[config.mk]
export PLATFORM = sky130hd
export DESIGN_NAME = rtp_rtcp_chunk_deframer
export DESIGN_NICKNAME = d
export VERILOG_FILES = /design/src/rrcd_pkg.sv /design/src/rrcd_front.sv /design/src/rrcd_queue.sv /design/src/rrcd_back.sv /design/src/rtp_rtcp_chunk_deframer.sv
export SDC_FILE = /design/constraint.sdc
export NUM_CORES = 1
export LEC_CHECK = 0
export BUFFER_PORTS_ARGS = -buffer_cell sky130_fd_sc_hd__buf_4
export CAP_MARGIN = 20
export CELL_PAD_IN_SITES_DETAIL_PLACEMENT = 1
export CELL_PAD_IN_SITES_GLOBAL_PLACEMENT = 2
export CORE_ASPECT_RATIO = 1.75
export CORE_UTILIZATION = 35
export DETAILED_ROUTE_END_ITERATION = 8
export GPL_TIMING_DRIVEN = 0
export MAX_ROUTING_LAYER = met4
export PLACE_DENSITY = 0.74
export SLEW_MARGIN = 10
export SYNTH_ARGS = -nofsm -noshare
export SYNTH_HDL_FRONTEND = slang
export SYNTH_HIERARCHICAL = 1
export SYNTH_SLANG_ARGS = --single-unit
[constraint.sdc]
create_clock -name aclk -period 13.9 [get_ports aclk]
set_input_delay 2.78 -clock aclk [delete_from_list [all_inputs] [get_ports aclk]]
set_output_delay 2.78 -clock aclk [all_outputs]
set_load 0.03 [all_outputs]
[src/rrcd_pkg.sv]
package rrcd_pkg;

    // Longest RTP packet before it is closed without a chunk end.
    localparam int unsigned MAX_RTP_BYTES = 1024;

    localparam int unsigned QUEUE_DEPTH = 4;
    localparam int unsigned QUEUE_AW    = $clog2(QUEUE_DEPTH);

    localparam logic [6:0] RTP_PAYLOAD_TYPE = 7'd96;
    localparam logic [7:0] RTCP_SR_TYPE     = 8'd200;

    typedef enum logic [2:0] {
        KIND_RTP     = 3'd0,
        KIND_RTCP    = 3'd1,
        KIND_END     = 3'd2,
        KIND_UNKNOWN = 3'd3,
        KIND_TRUNC   = 3'd4
    } kind_t;

    typedef enum logic [1:0] {
        CLS_AWAIT = 2'd0,
        CLS_RTP   = 2'd1,
        CLS_RTCP  = 2'd2
    } pclass_t;

    typedef struct packed {
        kind_t       kind;
        logic [31:0] timestamp;
        logic [15:0] seq_number;
        logic        marker_bit;
        logic [31:0] report_count;
        logic [18:0] packet_bytes;
    } rec_t;

    // Everything one input byte causes: an optional packet record and an
    // optional end-of-chunk record.
    typedef struct packed {
        logic        pkt_valid;
        rec_t        pkt;
        logic        end_valid;
        logic [31:0] end_timestamp;
        logic [15:0] end_seq_number;
    } entry_t;

endpackage

[src/rrcd_front.sv]
module rrcd_front (
    input  logic            aclk,
    input  logic            aresetn,
    input  logic            s_tvalid,
    output logic            s_tready,
    input  logic [7:0]      s_tdata,
    input  logic            s_tlast,
    input  logic            q_full,
    output logic            push,
    output rrcd_pkg::entry_t push_data
);
    import rrcd_pkg::*;

    logic [17:0] pos_reg, pos_next;
    pclass_t     class_reg, class_next;
    logic [31:0] ts_reg, ts_next;
    logic [15:0] seq_reg, seq_next;
    logic        mk_reg, mk_next;
    logic [31:0] cnt_reg, cnt_next;
    logic [15:0] len_reg, len_next;
    logic [31:0] last_ts_reg, last_ts_next;
    logic [15:0] last_seq_reg, last_seq_next;
    logic        discard_reg, discard_next;

    logic        accept;
    logic [18:0] consumed;
    logic [18:0] rtcp_total;
    logic [16:0] len_plus;
    logic [7:0]  b;
    entry_t      ent;

    assign s_tready = !q_full;
    assign accept   = s_tvalid && s_tready;
    assign b        = s_tdata;
    assign consumed = {1'b0, pos_reg} + 19'd1;

    always_comb begin
        pos_next      = pos_reg;
        class_next    = class_reg;
        ts_next       = ts_reg;
        seq_next      = seq_reg;
        mk_next       = mk_reg;
        cnt_next      = cnt_reg;
        len_next      = len_reg;
        last_ts_next  = last_ts_reg;
        last_seq_next = last_seq_reg;
        discard_next  = discard_reg;
        ent           = '0;
        len_plus      = '0;
        rtcp_total    = '0;

        if (!discard_reg) begin
            if (pos_reg == 18'd0) begin
                ts_next    = '0;
                seq_next   = '0;
                mk_next    = 1'b0;
                cnt_next   = '0;
                len_next   = '0;
                class_next = CLS_AWAIT;
                if (s_tlast) begin
                    // A chunk that stops after one byte never shows its type.
                    ent.pkt_valid        = 1'b1;
                    ent.pkt.kind         = KIND_UNKNOWN;
                    ent.pkt.packet_bytes = 19'd1;
                end else begin
                    pos_next = 18'd1;
                end
            end else if (pos_reg == 18'd1 && b[6:0] != RTP_PAYLOAD_TYPE
                         && b != RTCP_SR_TYPE) begin
                ent.pkt_valid        = 1'b1;
                ent.pkt.kind         = KIND_UNKNOWN;
                ent.pkt.packet_bytes = 19'd2;
                pos_next             = '0;
                class_next           = CLS_AWAIT;
                discard_next         = 1'b1;
            end else begin
                if (pos_reg == 18'd1) begin
                    if (b[6:0] == RTP_PAYLOAD_TYPE) begin
                        class_next = CLS_RTP;
                        mk_next    = b[7];
                    end else begin
                        class_next = CLS_RTCP;
                    end
                end else if (class_reg == CLS_RTP) begin
                    if (pos_reg == 18'd2 || pos_reg == 18'd3) begin
                        seq_next = {seq_reg[7:0], b};
                    end else if (pos_reg >= 18'd4 && pos_reg <= 18'd7) begin
                        ts_next = {ts_reg[23:0], b};
                    end
                end else begin
                    if (pos_reg == 18'd2 || pos_reg == 18'd3) begin
                        len_next = {len_reg[7:0], b};
                    end else if (pos_reg >= 18'd16 && pos_reg <= 18'd19) begin
                        ts_next = {ts_reg[23:0], b};
                    end else if (pos_reg >= 18'd20 && pos_reg <= 18'd23) begin
                        cnt_next = {cnt_reg[23:0], b};
                    end
                end

                pos_next = consumed[17:0];
                if (class_next == CLS_RTP) begin
                    if (consumed == 19'(MAX_RTP_BYTES) || s_tlast) begin
                        ent.pkt_valid        = 1'b1;
                        ent.pkt.kind         = KIND_RTP;
                        ent.pkt.timestamp    = ts_next;
                        ent.pkt.seq_number   = seq_next;
                        ent.pkt.marker_bit   = mk_next;
                        ent.pkt.packet_bytes = consumed;
                        last_ts_next         = ts_next;
                        last_seq_next        = seq_next;
                        pos_next             = '0;
                        class_next           = CLS_AWAIT;
                    end
                end else begin
                    len_plus   = {1'b0, len_next} + 17'd1;
                    rtcp_total = {len_plus, 2'b00};
                    if (pos_reg >= 18'd3 && consumed == rtcp_total) begin
                        ent.pkt_valid = 1'b1;
                        ent.pkt.kind  = KIND_RTCP;
                    end else if (s_tlast) begin
                        ent.pkt_valid = 1'b1;
                        ent.pkt.kind  = KIND_TRUNC;
                    end
                    if (ent.pkt_valid) begin
                        ent.pkt.timestamp    = ts_next;
                        ent.pkt.report_count = cnt_next;
                        ent.pkt.packet_bytes = consumed;
                        pos_next             = '0;
                        class_next           = CLS_AWAIT;
                    end
                end
            end
        end

        if (s_tlast) begin
            ent.end_valid      = 1'b1;
            ent.end_timestamp  = last_ts_next;
            ent.end_seq_number = last_seq_next;
            last_ts_next       = '0;
            last_seq_next      = '0;
            discard_next       = 1'b0;
            pos_next           = '0;
            class_next         = CLS_AWAIT;
        end
    end

    assign push      = accept && (ent.pkt_valid || ent.end_valid);
    assign push_data = ent;

    always_ff @(posedge aclk) begin
        if (!aresetn) begin
            pos_reg      <= '0;
            class_reg    <= CLS_AWAIT;
            ts_reg       <= '0;
            seq_reg      <= '0;
            mk_reg       <= 1'b0;
            cnt_reg      <= '0;
            len_reg      <= '0;
            last_ts_reg  <= '0;
            last_seq_reg <= '0;
            discard_reg  <= 1'b0;
        end else if (accept) begin
            pos_reg      <= pos_next;
            class_reg    <= class_next;
            ts_reg       <= ts_next;
            seq_reg      <= seq_next;
            mk_reg       <= mk_next;
            cnt_reg      <= cnt_next;
            len_reg      <= len_next;
            last_ts_reg  <= last_ts_next;
            last_seq_reg <= last_seq_next;
            discard_reg  <= discard_next;
        end
    end

endmodule

[src/rrcd_queue.sv]
module rrcd_queue (
    input  logic             aclk,
    input  logic             aresetn,
    input  logic             push,
    input  rrcd_pkg::entry_t push_data,
    output logic             full,
    input  logic             pop,
    output logic             pop_valid,
    output rrcd_pkg::entry_t pop_data
);
    import rrcd_pkg::*;

    entry_t              mem [QUEUE_DEPTH];
    logic [QUEUE_AW-1:0] wr_ptr_reg, wr_ptr_next;
    logic [QUEUE_AW-1:0] rd_ptr_reg, rd_ptr_next;
    logic [QUEUE_AW:0]   count_reg, count_next;
    logic                do_push, do_pop;

    assign full      = (count_reg == (QUEUE_AW + 1)'(QUEUE_DEPTH));
    assign pop_valid = (count_reg != '0);
    assign pop_data  = mem[rd_ptr_reg];
    assign do_push   = push && !full;
    assign do_pop    = pop && pop_valid;

    always_comb begin
        wr_ptr_next = do_push ? wr_ptr_reg + 1'b1 : wr_ptr_reg;
        rd_ptr_next = do_pop ? rd_ptr_reg + 1'b1 : rd_ptr_reg;
        count_next  = count_reg;
        if (do_push && !do_pop) begin
            count_next = count_reg + 1'b1;
        end else if (do_pop && !do_push) begin
            count_next = count_reg - 1'b1;
        end
    end

    always_ff @(posedge aclk) begin
        if (do_push) begin
            mem[wr_ptr_reg] <= push_data;
        end
    end

    always_ff @(posedge aclk) begin
        if (!aresetn) begin
            wr_ptr_reg <= '0;
            rd_ptr_reg <= '0;
            count_reg  <= '0;
        end else begin
            wr_ptr_reg <= wr_ptr_next;
            rd_ptr_reg <= rd_ptr_next;
            count_reg  <= count_next;
        end
    end

endmodule

[src/rrcd_back.sv]
module rrcd_back (
    input  logic             aclk,
    input  logic             aresetn,
    input  logic             q_valid,
    input  rrcd_pkg::entry_t q_data,
    output logic             q_pop,
    output logic             m_tvalid,
    input  logic             m_tready,
    output rrcd_pkg::rec_t   m_rec,
    output logic             m_last
);
    import rrcd_pkg::*;

    logic   valid_reg, valid_next;
    logic   phase_reg, phase_next;
    rec_t   rec_reg, rec_next;
    logic   last_reg, last_next;
    logic   load;

    assign load = !valid_reg || m_tready;

    always_comb begin
        valid_next = valid_reg;
        phase_next = phase_reg;
        rec_next   = rec_reg;
        last_next  = last_reg;
        q_pop      = 1'b0;
        if (load) begin
            valid_next = q_valid;
            if (q_valid) begin
                if (q_data.pkt_valid && !phase_reg) begin
                    rec_next  = q_data.pkt;
                    last_next = !q_data.end_valid;
                    if (q_data.end_valid) begin
                        phase_next = 1'b1;
                    end else begin
                        q_pop = 1'b1;
                    end
                end else begin
                    rec_next            = '0;
                    rec_next.kind       = KIND_END;
                    rec_next.timestamp  = q_data.end_timestamp;
                    rec_next.seq_number = q_data.end_seq_number;
                    last_next           = 1'b1;
                    phase_next          = 1'b0;
                    q_pop               = 1'b1;
                end
            end
        end
    end

    always_ff @(posedge aclk) begin
        if (!aresetn) begin
            valid_reg <= 1'b0;
            phase_reg <= 1'b0;
        end else begin
            valid_reg <= valid_next;
            phase_reg <= phase_next;
        end
    end

    always_ff @(posedge aclk) begin
        rec_reg  <= rec_next;
        last_reg <= last_next;
    end

    assign m_tvalid = valid_reg;
    assign m_rec    = rec_reg;
    assign m_last   = last_reg;

endmodule

[src/rtp_rtcp_chunk_deframer.sv]
// Channel   Direction  Handshake            Payload
// s_        in         s_tvalid / s_tready  s_tdata (byte), s_tlast (chunk end)
// m_        out        m_tvalid / m_tready  m_tdata (record), m_tuser (kind),
//                                           m_tlast (final record of a byte)
//
// One byte is taken per cycle. Records leave through a registered output
// stage at one per cycle while m_tready is high; a byte that closes a packet
// and a chunk at once yields two records, sent one after the other and
// absorbed by a four-entry queue between the parser and the output stage.
// The input is stalled only while that queue is full. Reset (aresetn,
// synchronous, active low) clears the parser to await the first byte of a
// packet and empties the queue and output stage.
module rtp_rtcp_chunk_deframer (
    input  logic         aclk,
    input  logic         aresetn,
    input  logic         s_tvalid,
    output logic         s_tready,
    // [7:0] data_byte
    input  logic [7:0]   s_tdata,
    input  logic         s_tlast,
    output logic         m_tvalid,
    input  logic         m_tready,
    // [31:0] timestamp, [47:32] seq_number, [48] marker_bit,
    // [80:49] report_count, [99:81] packet_bytes, [103:100] zero
    output logic [103:0] m_tdata,
    // [2:0] kind
    output logic [2:0]   m_tuser,
    output logic         m_tlast
);
    import rrcd_pkg::*;

    logic   q_full;
    logic   push;
    entry_t push_data;
    logic   q_valid;
    logic   q_pop;
    entry_t q_data;
    rec_t   rec;

    // The parser tracks the position within the current packet and collects
    // header fields as they stream past.
    rrcd_front u_front (
        .aclk      (aclk),
        .aresetn   (aresetn),
        .s_tvalid  (s_tvalid),
        .s_tready  (s_tready),
        .s_tdata   (s_tdata),
        .s_tlast   (s_tlast),
        .q_full    (q_full),
        .push      (push),
        .push_data (push_data)
    );

    rrcd_queue u_queue (
        .aclk      (aclk),
        .aresetn   (aresetn),
        .push      (push),
        .push_data (push_data),
        .full      (q_full),
        .pop       (q_pop),
        .pop_valid (q_valid),
        .pop_data  (q_data)
    );

    // The output stage splits each queue entry into its packet record and
    // end record, one transfer each.
    rrcd_back u_back (
        .aclk     (aclk),
        .aresetn  (aresetn),
        .q_valid  (q_valid),
        .q_data   (q_data),
        .q_pop    (q_pop),
        .m_tvalid (m_tvalid),
        .m_tready (m_tready),
        .m_rec    (rec),
        .m_last   (m_tlast)
    );

    assign m_tdata = {4'd0, rec.packet_bytes, rec.report_count, rec.marker_bit,
                      rec.seq_number, rec.timestamp};
    assign m_tuser = rec.kind;

endmodule

* Word-level counts from Yosys, hierarchy flattened
Memories as Yosys holds them, arrays and structs flattened. A register that Yosys moved wholly into a read port is not among the register bits.
Index checks and enable logic that the tools add are counted.
** Word-level totals
- Output and inout bits :: 110
- Word-level logic and storage cells :: 185
- Input port bits :: 13
- Bits in writable memories :: 612
- Bits in registers :: 279
- ROM bits :: 0
- Bits in latches :: 0
- Memories :: 1
** Memory list
- u_queue.mem :: words 4, width 153, rd ports 1, clocked after Yosys merged registers in 1, wr ports 1, line rrcd_queue.sv:13 : entry_t mem [QUEUE_DEPTH];
** Cells by class
- Bitwise gates (word level) :: 1
- Eq/ne operators :: 14
- Shift operators :: 0
- Add/sub/neg operators :: 6
- Muxes and demuxes :: 104
- $lt $le $gt $ge :: 7
- Divide/modulo/power cells :: 0
- Reductions and logical operators :: 30
- Multipliers :: 0
** Operator list (count)
- two-way mux 32 bit :: 23
- two-way mux 16 bit :: 19
- two-way mux 81 bit :: 2
- two-way mux 18 bit :: 7
- two-way mux 104 bit :: 1
- two-way mux 100 bit :: 1
- two-way mux 19 bit :: 4
- two-way mux 53 bit :: 1
- two-way mux 51 bit :: 1
- two-way mux 49 bit :: 1
- equality test 18 x 2 -> 1 bit, second input constant :: 2
- greater-or-equal comparator 18 x 5 -> 1 bit, second input constant :: 2
- less-or-equal comparator 18 x 5 -> 1 bit, second input constant :: 2
- two-way mux 36 bit :: 1
- two-way mux 4 bit :: 9
- two-way mux 2 bit :: 14
- adder 18 x 1 -> 19 bit, second input constant :: 1
- equality test 19 x 11 -> 1 bit, second input constant :: 1
- equality test 19 bit :: 1
- equality test 18 x 1 -> 1 bit, second input constant :: 1
- greater-or-equal comparator 18 x 2 -> 1 bit, second input constant :: 1
- greater-or-equal comparator 18 x 3 -> 1 bit, second input constant :: 1
- less-or-equal comparator 18 x 3 -> 1 bit, second input constant :: 1
- zero test 18 bit :: 1
- 22 further kinds :: 64

* Logic depth before layout (Yosys ltp)
Gate-level depths: netlist (run 1).
- Depth after elaboration :: 28
- Mapped depth :: 27
- Depth with buffers taken out :: 25

* Hierarchy
Netlist (run 1), hierarchy kept.
** Modules (own cells, without submodules)
- rrcd_queue :: seq. area each 18557.8 sq um, times used 1, cells each 847, area each 22512.8 sq um
- rrcd_front :: seq. area each 3323.2 sq um, times used 1, cells each 1188, area each 9601.7 sq um
- rrcd_back :: seq. area each 3163.0 sq um, times used 1, cells each 232, area each 4476.8 sq um
- rtp_rtcp_chunk_deframer :: seq. area each 0.0 sq um, times used 1, cells each 5, area each 33.8 sq um

* Worst setup path after synthesis (run 1)
Ideal clock, no wire load.
- Path type :: in2reg
- Start point :: input port s_tdata[0]
- End point :: memory u_queue/mem[0][0] (netlist bit), enable pin
- Library setup time :: 531 ps
- Stages on the path :: 17
- Buffers on the path :: 2
- Slack :: 4223 ps
- Arrival time :: 9146 ps
- Data required time :: 13369 ps
- Path through :: clkbuf_1 mux2i_1 inv_1 ha_1 nand3_1 nor3_1 xnor2_1 mux2i_1 xnor2_1 or3_1 nor3_1 and4_1 nor2_1 a21oi_1 nor2b_1 clkbuf_1 and2_1
** On the way
- Longest elaborated chain between the ends :: 23
- Elaborated cells on any way between the ends :: 34
- Classes of those cells :: add/sub: 1; eq/ne: 5; mux: 22; reduce/logical: 6
** RTL lines
- start, declared :: line rtp_rtcp_chunk_deframer.sv:19 : input logic [7:0] s_tdata,
- two-way mux 16 bit :: line rrcd_front.sv:91 : if (pos_reg == 18'd2 || pos_reg == 18'd3) begin
- two-way mux 16 bit :: line rrcd_front.sv:84 : end else if (class_reg == CLS_RTP) begin
- two-way mux 16 bit :: line rrcd_front.sv:77 : if (pos_reg == 18'd1) begin
- two-way mux 16 bit :: line rrcd_front.sv:68 : end else if (pos_reg == 18'd1 && b[6:0] != RTP_PAYLOAD_TYPE
- two-way mux 16 bit :: line rrcd_front.sv:53 : if (pos_reg == 18'd0) begin
- two-way mux 16 bit :: line rrcd_front.sv:52 : if (!discard_reg) begin
- adder 16 x 1 -> 17 bit :: line rrcd_front.sv:115 : len_plus = {1'b0, len_next} + 17'd1;
- equality test 19 bit :: line rrcd_front.sv:117 : if (pos_reg >= 18'd3 && consumed == rtcp_total) begin
- [... 9 more ...]
- two-way mux 104 bit (*) :: line rrcd_front.sv:52
- logical OR 1 bit (*) :: line rrcd_front.sv:147 : assign push = accept && (ent.pkt_valid || ent.end_valid);
- logical AND 1 bit (*) :: line rrcd_front.sv:147
- named net push :: line rtp_rtcp_chunk_deframer.sv:33 : logic push;
- logical AND 1 bit (*) :: line rrcd_queue.sv:22 : assign do_push = push && !full;
- named net u_queue.do_push :: line rrcd_queue.sv:17 : logic do_push, do_pop;
- two-way mux 1 bit (*) :: line rrcd_queue.sv:37 : if (do_push) begin
- two-way mux 1 bit (implied by the code) (*) :: line rrcd_queue.sv:38 : mem[wr_ptr_reg] <= push_data;
- end, declared :: line rrcd_queue.sv:13
Mark *: on every way through the listed nets, which the timed path passes. The rest lies on a longest branch. The select of a mux whose other input is x is not followed.

* Worst setup path after layout (run 1)
- Start point :: input port s_tdata[0]
- End point :: memory u_queue/mem[3][31] (netlist bit), enable pin
The elaborated chain is that of the path after synthesis.

==> results.json, run 1 <==
{
  "regMostFlops": "u_queue/mem",
  "hold_buffers": 0,
  "grtUsageTotal": 0.187,
  "power_frac_clock": 0.313,
  "yosys_warnings": 6,
  "synthDistinctLibCells": 74,
  "fin_crit_ns": 8.26,
  "coreArea_mm2": 0.103,
  "seq_power_share": 0.433,
  "dieArea_mm2": 0.106,
  "wl_per_cell_um": 24.3,
  "finalSetupViolCount": 0,
  "dp_cells": 3750,
  "antenna_found_initial": 2,
  "mostFrequentLayoutCell": "edfxtp_1",
  "hold_viol": 0,
  "top_layer_used": "met4",
  "synth_edf_count": 716,
  "fp.dieW_um": 247,
  "ir_worst_vdd_uv": 125,
  "p_sw_mw": 2.28,
  "fillCellCount": 10300,
  "tightest_slew_ns": 1.08,
  "whs_ns": 0.467,
  "drc": 0,
  "place_ws_ns": 5.04,
  "area_delta_synth_final_pct": 16.1,
  "clk_pin_slew_ns": 0.07,
  "initial_core_util": 0.354,
  "path_max_fanout": 50,
  "synthFlopType": "edfxtp_1",
  "clock_sinks": 893,
  "p_comb_frac": 0.253,
  "end_kind": "register",
  "drt_wl_total_mm": 94.9,
  "dp_hpwl_mm": 66.0,
  "path_class": "input pin to register",
  "drive_gt1_frac": 0.226,
  "final_cell_mix": "edfxtp_1 (716), dfxtp_1 (177), mux4_2 (153), nor2_1 (139), nand2_1 (136)",
  "h-tree-depth": 3,
  "clock_latency_ns": 0.68,
  "total_leakage_power_nw": 14.3,
  "total_power_mw": 7.74,
  "netlist.area_leader.share": 0.587,
  "yosysSeqAreaShare": 0.684,
  "fin_area_mm2": 0.0425,
  "drt_iter0_markers": 1117,
  "firstDrtPassIters": 5,
  "overflow": 0,
  "syn_area_mm2": 0.0366,
  "place_congestion": 0.866,
  "clk_path_buf_depth": 3,
  "first_global_vias": 22500,
  "arrival_ns": 8.60,
  "hold_path.class": "register to register",
  "start_kind": "input pin",
  "cts_setup_buffers": 0,
  "fin_crit_sh": 0.595,
  "final_util": 0.411,
  "drv_slew": 0,
  "largest_reg_flops": 612,
  "met2_length_mm": 52.9,
  "nNetsFinal": 2518,
  "p_int_mw": 5.46,
  "slew_headroom": 0.277,
  "avgSynthCellArea_um2": 16.1,
  "final_cells": 3908,
  "netSwitchingFraction": 0.295,
  "wl_met1_mm": 35.5,
  "p_per_area_mw_per_mm2": 182,
  "synth_area_leader_cell": "edfxtp_1",
  "die_h_um": 430,
  "rsz0062_at_grt": "false",
  "via_per_inst": 5.23,
  "cp_data_required_time_ns": 14.24,
  "status": "finished clean",
  "postPlaceCellArea_mm2": 0.0396,
  "cts_tree": "yes",
  "netlist_instances": 2272,
  "pin_count": 123,
  "fin_tns_setup_ns": 0,
  "setup_ws_ns": 5.64,
  "grt_first_pass_wirelength_mm": 143,
  "met3_length_mm": 3.16,
  "io_buffers": 118,
  "netlist_top_cells_area": "edfxtp_1 (59%), dfxtp_1 (9.7%), mux4_2 (9.4%)",
  "synth_seq_cells": 893,
  "cts_buffers": 84,
  "cap_viol_max_count": 0,
  "grt_max_degree": 77,
  "route.vias.total": 20400,
  "clock_skew_ns": 0.0276,
  "cts_root_buf": "clkbuf_16",
  "cts_resized": 0,
  "fmax_ghz": 0.121,
  "drtAntennaViolNets": 0,
  "synthArstFlopShare": 0,
  "rows": 156
}
cell families after synthesis:
| family | synth area share |
|---|---|
| buffers and inverters | 0.0270 |
| muxes | 0.133 |
| and+or+nand+nor | 0.0787 |
| adders and majority gates | 0.00430 |
| DFF | 0.684 |
| AOI/OAI and AO/OA | 0.0589 |
| other | 0.000102 |
| xor gates and xnor gates | 0.0143 |
path summary, 6_finish.rpt:
| kind | start | end | slack [ns] | depth (start not counted) |
|---|---|---|---|---|
| max reg2reg | u_front/pos_reg[0] | u_queue/mem[3][31] | 6.52 | 25 |
| max | s_tdata[0] | u_queue/mem[3][31] | 5.64 | 21 |
| min reg2reg | u_front/last_seq_reg[13] | u_front/last_seq_reg[13] | 0.47 | 1 |
| min | u_front/last_seq_reg[13] | u_front/last_seq_reg[13] | 0.47 | 1 |
cells in the mapped netlist (all sizes together), types with 2 or more instances:
| cell | instances |
|---|---|
| a21boi | 4 |
| and3 | 7 |
| a211oi | 49 |
| ha | 11 |
| nand2b | 7 |
| xor2 | 18 |
| o211ai | 2 |
| o31ai | 2 |
| or3 | 5 |
| nand2 | 136 |
| o21ai | 28 |
| a22oi | 94 |
| mux4 | 153 |
| mux2 | 49 |
| nor3b | 3 |
| or4b | 2 |
| dfxtp | 177 |
| buf | 79 |
| xnor2 | 42 |
| and2 | 71 |
| o311ai | 3 |
| a21oi | 47 |
| o2bb2ai | 48 |
| nand3 | 18 |
| nor2b | 101 |
| nor3 | 17 |
| a21o | 6 |
| or4 | 2 |
| nor4 | 17 |
| nand4 | 17 |
| a22o | 2 |
| a32o | 2 |
| nor2 | 143 |
| mux2i | 69 |
| clkbuf | 85 |
| inv | 14 |
| edfxtp | 716 |
| and4 | 8 |
area by class of cell:
cell class / instances / area, um^2 / share of cell area
diodes: 1 / 2.50 / 0.0000589
multi-input cells: 1204 / 10600 / 0.250
flip-flops and latches: 893 / 25000 / 0.589
repair buffers: 132 / 1250 / 0.0294
plain buffers: 164 / 936 / 0.0220
well taps: 1343 / 1680 / 0.0395
clock buffers: 104 / 2260 / 0.0532
clock inverters: 53 / 654 / 0.0154
inverters: 14 / 57.6 / 0.00135
per-layer routing:
layer  track usage  vias to the layer above
met1         0.197                    10700
li1              -                     9209
met3        0.0260                      164
met5             -                        -
met2         0.345                      398
met4        0.0734                        0
power by group through the flow:
stage          logic (mW)  registers [mW]  clock network [mW]
2_1_floorplan       0.975            3.77                   0
5_1_grt              2.08            3.38                2.58
6_report             1.96            3.36                2.43
3_3_place_gp         1.94            3.49                   0
4_1_cts              2.03            3.36                2.50
3_5_place_dp         2.02            3.41                   0
critical path: stages:
cell      delay [ns]
buf_4           0.09
clkbuf_1        0.67
mux2i_1         0.37
inv_1           0.13
ha_1            0.25
nand3_1         0.24
nor2_1          0.19
xnor2_1         0.22
mux2i_1         0.18
xnor2_1         0.17
or3_1           0.39
nor3_1          0.24
and4_1          0.43
nor2_1          0.14
a21oi_1         0.23
nor2b_1         0.15
clkbuf_1        0.31
and2_4          0.37
buf_16          0.30
buf_16          0.30
buf_16          0.31
Power figures use the tool's default switching activity.
==> run 2, diff against run 1 <==
Clock period 13.9 ns to 8.27 ns, I/O delays scaled along.
==> run 2 against run 1 <==
Against the previous run: core utilization fell by 0.16 points; largest power group unchanged; first-iteration DRC count rose by 8.9%; non-clock buffer count did not move; clock power rose by 60%; critical path type is now register to register; sequential share of layout area rose by 0.23 points; combinational power rose by 68%; critical endpoint is now u_queue/mem[1][9]; critical path depth rose by 3; wire length fell by 0.50%; cell count fell by 0.15%; global-route usage fell by 0.077 points.
==> results.json, run 2 (synthesis results as in run 1) <==
{
  "nNetsFinal": 2515,
  "status": "finished clean",
  "cts_setup_buffers": 0,
  "fin_crit_sh": 0.845,
  "cts_buffers": 81,
  "reg2regPathDepth": 24,
  "regMostFlops": "u_queue/mem",
  "fmax_ghz": 0.143,
  "path_max_fanout": 48,
  "drt_wl_total_mm": 94.5,
  "h-tree-depth": 3,
  "clock_skew_ns": 0.0251,
  "dieArea_mm2": 0.106,
  "cts_root_buf": "clkbuf_16",
  "drv_slew": 0,
  "p_per_area_mw_per_mm2": 303,
  "grt_first_pass_wirelength_mm": 142,
  "rows": 156,
  "drt_iter0_markers": 1216,
  "die_h_um": 430,
  "tightest_slew_ns": 1.06,
  "fin_crit_ns": 6.99,
  "final_cells": 3902,
  "ir_worst_vdd_uv": 184,
  "r2r-start": "u_front/pos_reg[0]",
  "dp_hpwl_mm": 66.4,
  "first_global_vias": 22500,
  "drtAntennaViolNets": 0,
  "firstDrtPassIters": 5,
  "whs_path_depth": 1,
  "cap_viol_max_count": 0,
  "hold_path.class": "register to register",
  "coreArea_mm2": 0.103,
  "slew_headroom": 0.296,
  "fp.dieW_um": 247,
  "cts_resized": 0,
  "hold_end": "u_front/last_ts_reg[11]",
  "initial_core_util": 0.354,
  "end_kind": "register",
  "clk_pin_slew_ns": 0.07,
  "hold_viol": 0,
  "overflow": 0,
  "mostFrequentLayoutCell": "edfxtp_1",
  "path_class": "register to register",
  "rr_endpoint": "u_queue/mem[1][9]",
  "grtUsageTotal": 0.186,
  "fin_tns_setup_ns": 0,
  "rsz0062_at_grt": "false",
  "finalSetupViolCount": 0,
  "via_per_inst": 5.22,
  "clock_sinks": 893,
  "grt_max_degree": 62,
  "route.vias.total": 20400,
  "worstHoldStart": "u_front/last_ts_reg[11]",
  "pin_count": 123,
  "io_buffers": 118,
  "clk_path_buf_depth": 3,
  "final_cell_mix": "edfxtp_1 (716), dfxtp_1 (177), mux4_2 (153), nor2_1 (139), nand2_1 (136)",
  "start_kind": "register",
  "largest_reg_flops": 612,
  "cp_data_required_time_ns": 8.61,
  "antenna_found_initial": 3,
  "dp_cells": 3750,
  "final_util": 0.409,
  "clock_latency_ns": 0.69,
  "cts_tree": "yes",
  "place_congestion": 0.860,
  "hold_buffers": 0,
  "drc": 0,
  "area_delta_synth_final_pct": 15.6,
  "drive_gt1_frac": 0.220,
  "arrival_ns": 7.33,
  "total_leakage_power_nw": 14.2,
  "wl_per_cell_um": 24.2,
  "rrSetupSlack_ns": 1.28
}
run 2: layer usage:
metal / vias to the layer above / GRT usage / part of all wire
li1: 9201 / - / -
met1: 10600 / 0.199 / 0.38
met2: 414 / 0.341 / 0.55
met3: 163 / 0.0250 / 0.034
met4: 0 / 0.0744 / 0.037
met5: - / - / 0
run 2: stage by stage:
| step | hold slack (ns) | instance area [um^2] | power, mW | setup slack, ns |
|---|---|---|---|---|
| finish | 0.468 | 42300 | 12.8 | 1.28 |
| global route | 0.479 | 42300 | 13.3 | 0.802 |
| CTS | 0.468 | 42300 | 13.1 | 1.25 |
| detailed placement | 0.447 | 39600 | 9.13 | 0.858 |
| global placement | 0.445 | 39200 | 9.09 | -1.54 |
| floorplan | 0.433 | 36600 | 7.95 | 1.42 |
run 2: how the worst max path moves through the flow:
stage / slack [ns] / endpoint / from
floorplan: 1.42 / u_queue/mem[0][0] / s_tdata[0]
global placement: -1.54 / u_queue/mem[0][62] / s_tdata[0]
detailed placement: 0.86 / u_queue/mem[1][11] / s_tdata[0]
CTS: 1.25 / u_queue/mem[1][9] / u_front/pos_reg[0]
global route: 0.80 / u_queue/count_reg[2] / u_front/pos_reg[0]
finish: 1.28 / u_queue/mem[1][9] / u_front/pos_reg[0]
run 2: critical path, stage by stage (launching register included):
cell and delay (ns):
dfxtp_1 0.53, ha_1 0.22, buf_2 0.23, nor2_1 0.11, nor3_1 0.42, and3_1 0.23, buf_4 0.19, mux2i_1 0.42
inv_1 0.10, ha_1 0.29, nand3_1 0.24, nor2_1 0.10, xnor2_1 0.30, mux2i_1 0.17, xnor2_1 0.16, or3_1 0.39
nor3_1 0.17, and4_1 0.41, nor2_1 0.14, a21oi_1 0.21, nor2b_1 0.16, clkbuf_1 0.31, and2_4 0.43, buf_16 0.30
buf_16 0.30
run 2: power breakdown:
part	switching (mW)	internal, mW
combinational	1.92	1.37
sequential	0.151	5.49
clock	1.72	2.17
run 2: area by class of cell:
type / count / area, um^2
Antenna cell: 1 / 2.50
Tap cell: 1343 / 1680
Buffer: 164 / 936
Inverter: 14 / 57.6
Multi-Input combinational cell: 1204 / 10600
Clock buffer: 110 / 2260
Clock inverter: 41 / 488
Sequential cell: 893 / 25000
Fill cell: 10300 / 61100
Timing Repair Buffer: 132 / 1250
==> run 3, diff against run 2 <==
Settings changed: PLACE_DENSITY 0.74 to 0.76.
Clock period 8.27 ns to 6 ns, I/O delays scaled along.
==> run 3 against run 2 <==
Against the previous run: die area is the same; largest cell class unchanged; largest power group unchanged; sequential cell count unchanged; setup slack got worse by 1.0 ns; power grew 38%; global-route usage increased by 0.35 points.
==> results.json, run 3 (synthesis results as in run 1) <==
{
  "drtAntennaViolNets": 0,
  "cts_buffers": 82,
  "met2_usage": 0.347,
  "ir_worst_vdd_uv": 265,
  "setup_ws_ns": 0.282,
  "use_met1": 0.199,
  "first_global_vias": 22600,
  "dp_hpwl_mm": 67.1,
  "end_kind": "register",
  "regMostFlops": "u_queue/mem",
  "grt_first_pass_wirelength_mm": 145,
  "cap_viol_max_count": 0,
  "gr-usage-met3": 0.0281,
  "drt_wl_total_mm": 96.4,
  "clk_pin_slew_ns": 0.07,
  "slowest_stage": "or3_1",
  "grtUsageTotal": 0.189,
  "clk_path_buf_depth": 3,
  "hold_path.class": "register to register",
  "final_cell_mix": "edfxtp_1 (716), dfxtp_1 (175), mux4_2 (153), buf_4 (139), nor2_1 (137)",
  "clock_skew_ns": 0.0271,
  "final_util": 0.411,
  "h-tree-depth": 3,
  "area_delta_synth_final_pct": 16.1,
  "pin_count": 123,
  "drv_slew": 0,
  "cp_data_required_time_ns": 6.58,
  "fillCellCount": 10300,
  "fp.dieW_um": 247,
  "wl_per_cell_um": 24.6,
  "p_int_mw": 12.4,
  "power_frac_clock": 0.302,
  "seq_power_share": 0.439,
  "path_class": "register to register",
  "rows": 156,
  "route.vias.total": 20500,
  "path_max_fanout": 9,
  "cts_root_buf": "clkbuf_16",
  "place_ws_ns": -1.18,
  "coreArea_mm2": 0.103,
  "hold_viol": 0,
  "initial_core_util": 0.354,
  "slowest_delay_ns": 0.40,
  "firstDrtPassIters": 5,
  "finalSetupViolCount": 0,
  "io_buffers": 118,
  "p_per_area_mw_per_mm2": 416,
  "largest_reg_flops": 612,
  "whs_ns": 0.464,
  "die_h_um": 430,
  "drive_gt1_frac": 0.235,
  "fin_tns_setup_ns": 0,
  "drc": 0,
  "grt_max_degree": 63,
  "cts_tree": "yes",
  "clock_latency_ns": 0.68,
  "rsz0062_at_grt": "false",
  "fin_crit_sh": 0.953,
  "clock_sinks": 893,
  "nNetsFinal": 2531,
  "slew_headroom": 0.225,
  "fin_crit_ns": 5.72,
  "via_per_inst": 5.23,
  "total_leakage_power_nw": 14.2,
  "p_comb_frac": 0.259,
  "mostFrequentLayoutCell": "edfxtp_1",
  "tightest_slew_ns": 1.16,
  "arrival_ns": 6.30,
  "start_kind": "register",
  "fmax_ghz": 0.175,
  "p_sw_mw": 5.25,
  "netSwitchingFraction": 0.297,
  "status": "finished clean",
  "total_power_mw": 17.7,
  "place_congestion": 0.851,
  "drt_iter0_markers": 1014,
  "grt_busiest_layer": "met2",
  "overflow": 0,
  "antenna_found_initial": 1,
  "dieArea_mm2": 0.106
}
## run 3: cell count changes in the layout (fill, tap and decap cells not counted), sizes merged
cell | previous run | this run
bufinv | 7 | 6
and2 | 71 | 75
buf | 211 | 222
clkinvlp | 4 | 6
clkbuf | 195 | 191
inv | 18 | 19
clkinv | 26 | 28
## run 3: area by class of cell
type                            count  area [um^2]  area share
Timing Repair Buffer              143         1330      0.0314
Clock inverter                     45          443      0.0104
Tap cell                         1343         1680      0.0395
Inverter                           14         57.6     0.00135
Buffer                            164          946      0.0222
Antenna cell                        1         2.50   0.0000588
Sequential cell                   893        25000       0.589
Clock buffer                      106         2280      0.0535
Multi-Input combinational cell   1208        10700       0.253
## run 3: power by group through the flow
stage | logic [mW] | clock network, mW | registers [mW]
floorplan | 2.26 | 0 | 8.69
global placement | 4.48 | 0 | 8.02
detailed placement | 4.67 | 0 | 7.91
CTS | 4.71 | 5.50 | 7.79
global route | 4.85 | 5.68 | 7.84
finish | 4.57 | 5.34 | 7.77
## run 3: worst max-delay path, delay by kind of cell (launching register included)
kind,cells,cell delay (ns)
compound gates,2,0.40
xor+xnor,3,0.43
fa+ha+maj,3,0.75
buf+inv,6,0.79
flops,1,0.30
mux,2,0.52
simple gates,11,2.43
## run 3: path summary, 6_finish.rpt
| kind | startpoint | end | slack, ns | depth (start not counted) |
|---|---|---|---|---|
| min reg2reg | u_front/last_seq_reg[10] | u_front/last_seq_reg[10] | 0.46 | 1 |
| min | u_front/last_seq_reg[10] | u_front/last_seq_reg[10] | 0.46 | 1 |
| max reg2reg | u_front/pos_reg[6] | u_queue/count_reg[2] | 0.28 | 27 |
| max | u_front/pos_reg[6] | u_queue/count_reg[2] | 0.28 | 27 |
## run 3: per-layer routing
metal  vias to the layer above  part of all wire
li1                       9227                 -
met1                     10700              0.37
met2                       401              0.55
met3                       183             0.034
met4                         0             0.041
met5                         -                 0
## run 3: timing repair
item / 4_1_cts / 5_1_grt
pin swaps: 6 / 1
hold buffers: 0 / 0
resized for setup: 14 / 13
setup buffers: 10 / 1
gates cloned: 4 / 0
setup endpoints to repair: 635 / 157
## run 3: through the flow
stage               cell area [um^2]  instances
floorplan                      36600       2275
global placement               39200       3736
detailed placement             39600       3750
CTS                            42500       3915
global route                   42500       3917
finish                         42500       3917
